`src/design/atc_pkg.sv`:
```
// Shared types and codes for the affine transform composer.
package atc_pkg;

  // Operation codes carried in the func field of an input item
  localparam logic [4:0] FN_POINT    = 5'd0;
  localparam logic [4:0] FN_IDENT    = 5'd1;
  localparam logic [4:0] FN_TRANS_X  = 5'd2;
  localparam logic [4:0] FN_TRANS_Y  = 5'd3;
  localparam logic [4:0] FN_TRANS_Z  = 5'd4;
  localparam logic [4:0] FN_STR_X    = 5'd5;
  localparam logic [4:0] FN_STR_Y    = 5'd6;
  localparam logic [4:0] FN_STR_Z    = 5'd7;
  localparam logic [4:0] FN_ROT_X    = 5'd8;
  localparam logic [4:0] FN_ROT_Y    = 5'd9;
  localparam logic [4:0] FN_ROT_Z    = 5'd10;
  localparam logic [4:0] FN_SHR_XY   = 5'd11;
  localparam logic [4:0] FN_SHR_XZ   = 5'd12;
  localparam logic [4:0] FN_SHR_YZ   = 5'd13;
  localparam logic [4:0] FN_MIR_XY   = 5'd14;
  localparam logic [4:0] FN_MIR_XZ   = 5'd15;
  localparam logic [4:0] FN_MIR_YZ   = 5'd16;

  // Column index of the translation column in the 3x4 matrix
  localparam logic [1:0] COL_OFFSET  = 2'd3;
  localparam logic [1:0] LAST_IDX    = 2'd2;
  // Last of the four partial-product phases of one multiply
  localparam logic [1:0] LAST_PH     = 2'd3;

  typedef enum logic [6:0] {
    ST_IDLE = 7'b0000001,
    ST_INIT = 7'b0000010,
    ST_MUL  = 7'b0000100,
    ST_ACC  = 7'b0001000,
    ST_WR   = 7'b0010000,
    ST_CMT  = 7'b0100000,
    ST_FIN  = 7'b1000000
  } state_t;

  // Commands from the controller to the datapath
  typedef struct packed {
    logic       load;    // latch point and build primitive matrix
    logic       ident;   // restore identity matrix
    logic       init;    // preset accumulator for current entry
    logic       mul;     // form one partial product
    logic       add;     // round product and accumulate
    logic       wr;      // saturate and store current entry
    logic       commit;  // copy composed matrix into place
    logic       outld;   // move point result into output register
    logic       point;   // current item maps a point
    logic [1:0] row;
    logic [1:0] col;
    logic [1:0] k;
    logic [1:0] ph;      // partial-product phase: bit 1 high coef half, bit 0 high value half
  } cmd_t;

endpackage

```
`src/design/atc_ctrl.sv`:
```
// Controller state machine sequencing terms, entries and result handoff.
module atc_ctrl import atc_pkg::*; (
  input  logic       clk,
  input  logic       rst,
  input  logic       in_valid,
  output logic       in_ready,
  input  logic [4:0] func,
  output logic       out_valid,
  input  logic       out_ready,
  output cmd_t       cmd
);

  state_t     state, state_next;
  logic       point, point_next;
  logic [1:0] row, row_next;
  logic [1:0] col, col_next;
  logic [1:0] k, k_next;
  logic [1:0] ph, ph_next;
  logic       accept;

  assign in_ready = (state == ST_IDLE);
  assign accept   = in_valid && in_ready;

  // Next state and command decode
  always_comb begin
    state_next = state;
    point_next = point;
    row_next   = row;
    col_next   = col;
    k_next     = k;
    ph_next    = ph;
    cmd        = '0;
    cmd.point  = point;
    cmd.row    = row;
    cmd.col    = col;
    cmd.k      = k;
    cmd.ph     = ph;
    case (state)
      ST_IDLE: begin
        if (accept) begin
          cmd.load = 1'b1;
          row_next = '0;
          col_next = '0;
          k_next   = '0;
          ph_next  = '0;
          if (func == FN_POINT) begin
            point_next = 1'b1;
            state_next = ST_INIT;
          end else if (func == FN_IDENT) begin
            cmd.ident = 1'b1;
          end else if (func <= FN_MIR_YZ) begin
            point_next = 1'b0;
            state_next = ST_INIT;
          end
        end
      end
      ST_INIT: begin
        cmd.init   = 1'b1;
        k_next     = '0;
        ph_next    = '0;
        state_next = ST_MUL;
      end
      ST_MUL: begin
        cmd.mul = 1'b1;
        if (ph == LAST_PH) begin
          ph_next    = '0;
          state_next = ST_ACC;
        end else begin
          ph_next = ph + 2'd1;
        end
      end
      ST_ACC: begin
        cmd.add = 1'b1;
        if (k == LAST_IDX) begin
          state_next = ST_WR;
        end else begin
          k_next     = k + 2'd1;
          state_next = ST_MUL;
        end
      end
      ST_WR: begin
        cmd.wr = 1'b1;
        if (point) begin
          if (row == LAST_IDX) begin
            state_next = ST_FIN;
          end else begin
            row_next   = row + 2'd1;
            state_next = ST_INIT;
          end
        end else if (col == COL_OFFSET) begin
          col_next = '0;
          if (row == LAST_IDX) begin
            state_next = ST_CMT;
          end else begin
            row_next   = row + 2'd1;
            state_next = ST_INIT;
          end
        end else begin
          col_next   = col + 2'd1;
          state_next = ST_INIT;
        end
      end
      ST_CMT: begin
        cmd.commit = 1'b1;
        state_next = ST_IDLE;
      end
      ST_FIN: begin
        if (!out_valid || out_ready) begin
          cmd.outld  = 1'b1;
          state_next = ST_IDLE;
        end
      end
      default: state_next = ST_IDLE;
    endcase
  end

  // State and counters
  always_ff @(posedge clk) begin
    if (rst) begin
      state     <= ST_IDLE;
      point     <= 1'b0;
      row       <= '0;
      col       <= '0;
      k         <= '0;
      ph        <= '0;
      out_valid <= 1'b0;
    end else begin
      state <= state_next;
      point <= point_next;
      row   <= row_next;
      col   <= col_next;
      k     <= k_next;
      ph    <= ph_next;
      if (cmd.outld) begin
        out_valid <= 1'b1;
      end else if (out_ready) begin
        out_valid <= 1'b0;
      end
    end
  end

endmodule

```
`config.mk`:
```
export PLATFORM = sky130hd
export DESIGN_NAME = atc_ctrl
export DESIGN_NICKNAME = d
export VERILOG_FILES = /design/src/design/atc_pkg.sv /design/src/design/atc_ctrl.sv
export SDC_FILE = /design/constraint.sdc
export NUM_CORES = 1
export LEC_CHECK = 0
export BUFFER_PORTS_ARGS = -buffer_cell sky130_fd_sc_hd__buf_2
export CAP_MARGIN = 10
export CORE_MARGIN = 3
export CORE_UTILIZATION = 30
export CTS_BUF_LIST = sky130_fd_sc_hd__clkbuf_2
export DETAILED_ROUTE_END_ITERATION = 10
export PLACE_DENSITY = 0.63
export SYNTH_ARGS = -nofsm -noshare
export SYNTH_HDL_FRONTEND = slang
export SYNTH_SLANG_ARGS = --single-unit
```
`constraint.sdc`:
```
create_clock -name clk -period 1.8 [get_ports clk]
set_clock_uncertainty 0.2 [all_clocks]
set_input_delay 0.54 -clock clk [delete_from_list [all_inputs] [get_ports clk]]
set_output_delay 0.54 -clock clk [all_outputs]
set_load 0.03 [all_outputs]
```
==> run summary <==
Hold Slack: 188 ps
Final Max Slew Viols: 0
Pwr Total: 1.72 mW
dpl hpwl: 2.63 mm
Post-synth EDFFs: 0
most common cell after layout, fill and taps aside: buf_4
Post-Syn Area: 0.00106 sq mm
Clk pin slew, worst setup/hold paths: 190 ps
Core Area: 0.00320 sq mm
data arrival time of the worst path: 1560 ps
Synth Flop Type: dfxtp_1
endpoints failing setup: 19
io pins: 28
Avg Cell Area, Syn: 8.25 sq um
Hold Path End: point
Finished Cell Area: 0.00199 sq mm
Fillers: 294
Power Density: 867 mW/mm^2
crit path kind: flop to primary output
nets: 223
DIE HEIGHT: 65.3 microns
Num CTS Buffers: 3
die width: 65.3 microns
Die ar.: 0.00427 sq mm
Worst Tran Pin Value: 353 ps
TritonRoute pass-1 iters: 5
Gate Count Post-Synth: 128
area grow syn2layout: 88.4%
Synth cell types: 44
Worst R2R Setup Slack: -310 ps
hold_sp: rst
DR WL/cell: 15.8 microns
CP Launch Type: flop
Final Hold Viols: 0
GRT overflow: 0
row cnt: 20
Ys Warns: 0
Peak VDD IR: 789 uV
first-pass GRT wire length: 6.08 mm
Final Critical Period: 2300 ps
failing checks: setup timing
DR vias: 1355
vias in the first global route: 1392
Post-DRT Antenna Nets: 0
worst stage delay on the critical path: 400 ps
H-tree level count: 1
r2r worst-path depth: 6
overall global routing resource usage: 18.1%
status: complete, but fails checks
Vias/cell: 5.36
CTS tree: done
worst skew pair latency: 320 ps
worst-path fanout max: 2
Synth async-reset ratio: 0%
Hold Crit Depth: 2
dpl cell area: 0.00160 sq mm
Rel. slew slack: 76.3%
crit path capture type: primary output
total negative slack: -5140 ps
post-route core utilization: 62.1%
Synthesized Nets: 141
RSZ-0062 raised after global routing: true
fmax: 434 MHz
CP Data Required Time: 1060 ps
Critical-path top delay cell: dfxtp_4
CTS Sinks: 17
largest net degree at the start of global routing: 11
ant diodes: 0
class of the worst hold path: input port to flop
#FFs+latches synth: 17
final worst slack: -502 ps
clock root buffer master: clkbuf_2
max cap viols: 0
worst reg2reg endpoint: state[0]
WL final: 3.99 mm
Cell Chain, Critical Path: nor4_4, nand4_1, buf_4, inv_2, buf_6
most frequent cells in the layout: buf_4 (48), buf_2 (18), buf_6 (16)
DRC: 0
CTS max path bufs: 2
routability cong.: 0.872
P_leak: 0.861 nW
crit share post-route: 128%
Port Buf Inserts: 27
Seq/Total Area, Yosys: 32.2%
Initial Util: 33.0%
initial antenna violation count: 0
FF-to-FF Start: state[4]
layout cells sized above 1: 62.7%
Iteration-0 DRC Markers: 28
==> worst max path at each step <==
| stage | from | end | cells after the start |
|---|---|---|---|
| finish | state[4] | cmd[16] | 5 |
| global route | state[6] | cmd[16] | 5 |
| CTS | state[4] | cmd[15] | 4 |
| detailed placement | func[1] | cmd[15] | 5 |
| global placement | func[1] | cmd[15] | 5 |
| floorplan | state[6] | cmd[15] | 3 |
==> synthesized netlist by cell type, types with 4 or more instances <==
cell / number / area (sq um)
a21oi_1: 8 / 40.0
clkbuf_1: 4 / 15.0
dfxtp_1: 17 / 340
ha_1: 4 / 50.1
inv_1: 8 / 30.0
nand2_1: 11 / 41.3
nand3_1: 5 / 25.0
nor2_1: 6 / 22.5
nor3_1: 8 / 40.0
nor3b_1: 6 / 45.0
==> registers in the layout, summed over array words and instances (netlist names) <==
| signal | count |
|---|---|
| out_valid | 1 |
| col | 2 |
| row | 2 |
| k | 2 |
| state | 7 |
| ph | 2 |
| point | 1 |
==> where the power goes <==
group | leakage (nW) | total [mW] | internal (mW) | switching [mW]
combinational | 0.703 | 1.08 | 0.575 | 0.506
sequential | 0.142 | 0.453 | 0.407 | 0.0465
clock | 0.0164 | 0.189 | 0.0503 | 0.139
total | 0.861 | 1.72 | 1.03 | 0.692
==> per-stage QoR <==
step | std cells | worst slack [ps]
finish | 253 | -502
global route | 253 | -581
CTS | 248 | -524
detailed placement | 235 | -319
global placement | 235 | -259
floorplan | 128 | -201
==> metal layers <==
layer	track usage, %	up-vias	wire length (microns)
li1	-	640	-
met1	20.3	649	1630
met2	34.3	54	2090
met3	3.59	12	163
met4	4.92	0	105
met5	0	-	0
==> cells by family after synthesis <==
| logic type | after synthesis | share of synthesized area [%] |
|---|---|---|
| AND/OR/NAND/NOR | 62 | 36.0 |
| AO/OA/AOI/OAI | 31 | 21.0 |
| flip-flops | 17 | 32.2 |
| buffers and inverters | 14 | 6.04 |
| adder cells (fa/ha/maj) | 4 | 4.74 |
==> worst max-delay path, delay by kind of cell, from the launching register on <==
kind | cells | cell delay (ps)
and+or+nand+nor | 2 | 490
DFF | 1 | 400
buffers and inverters | 3 | 360
==> timing repair <==
item | 4_1_cts | 5_1_grt
pin swaps | 22 | 11
resized for setup | 56 | 11
buffers inserted | 10 | 6
endpoints found under the setup margin | 21 | 20
hold buffers | 0 | 0
==> area by class of cell <==
cell class | instances | area (sq um) | share of cell area (%)
clock buffer | 3 | 15.0 | 0.755
clock inverter | 1 | 5.00 | 0.252
inverter | 8 | 30.0 | 1.51
multi-input combinational | 97 | 872 | 43.8
sequential | 17 | 362 | 18.2
tap | 44 | 55.1 | 2.77
timing repair buffer | 83 | 651 | 32.7
No activity file was read; power rests on OpenSTA's default activity.
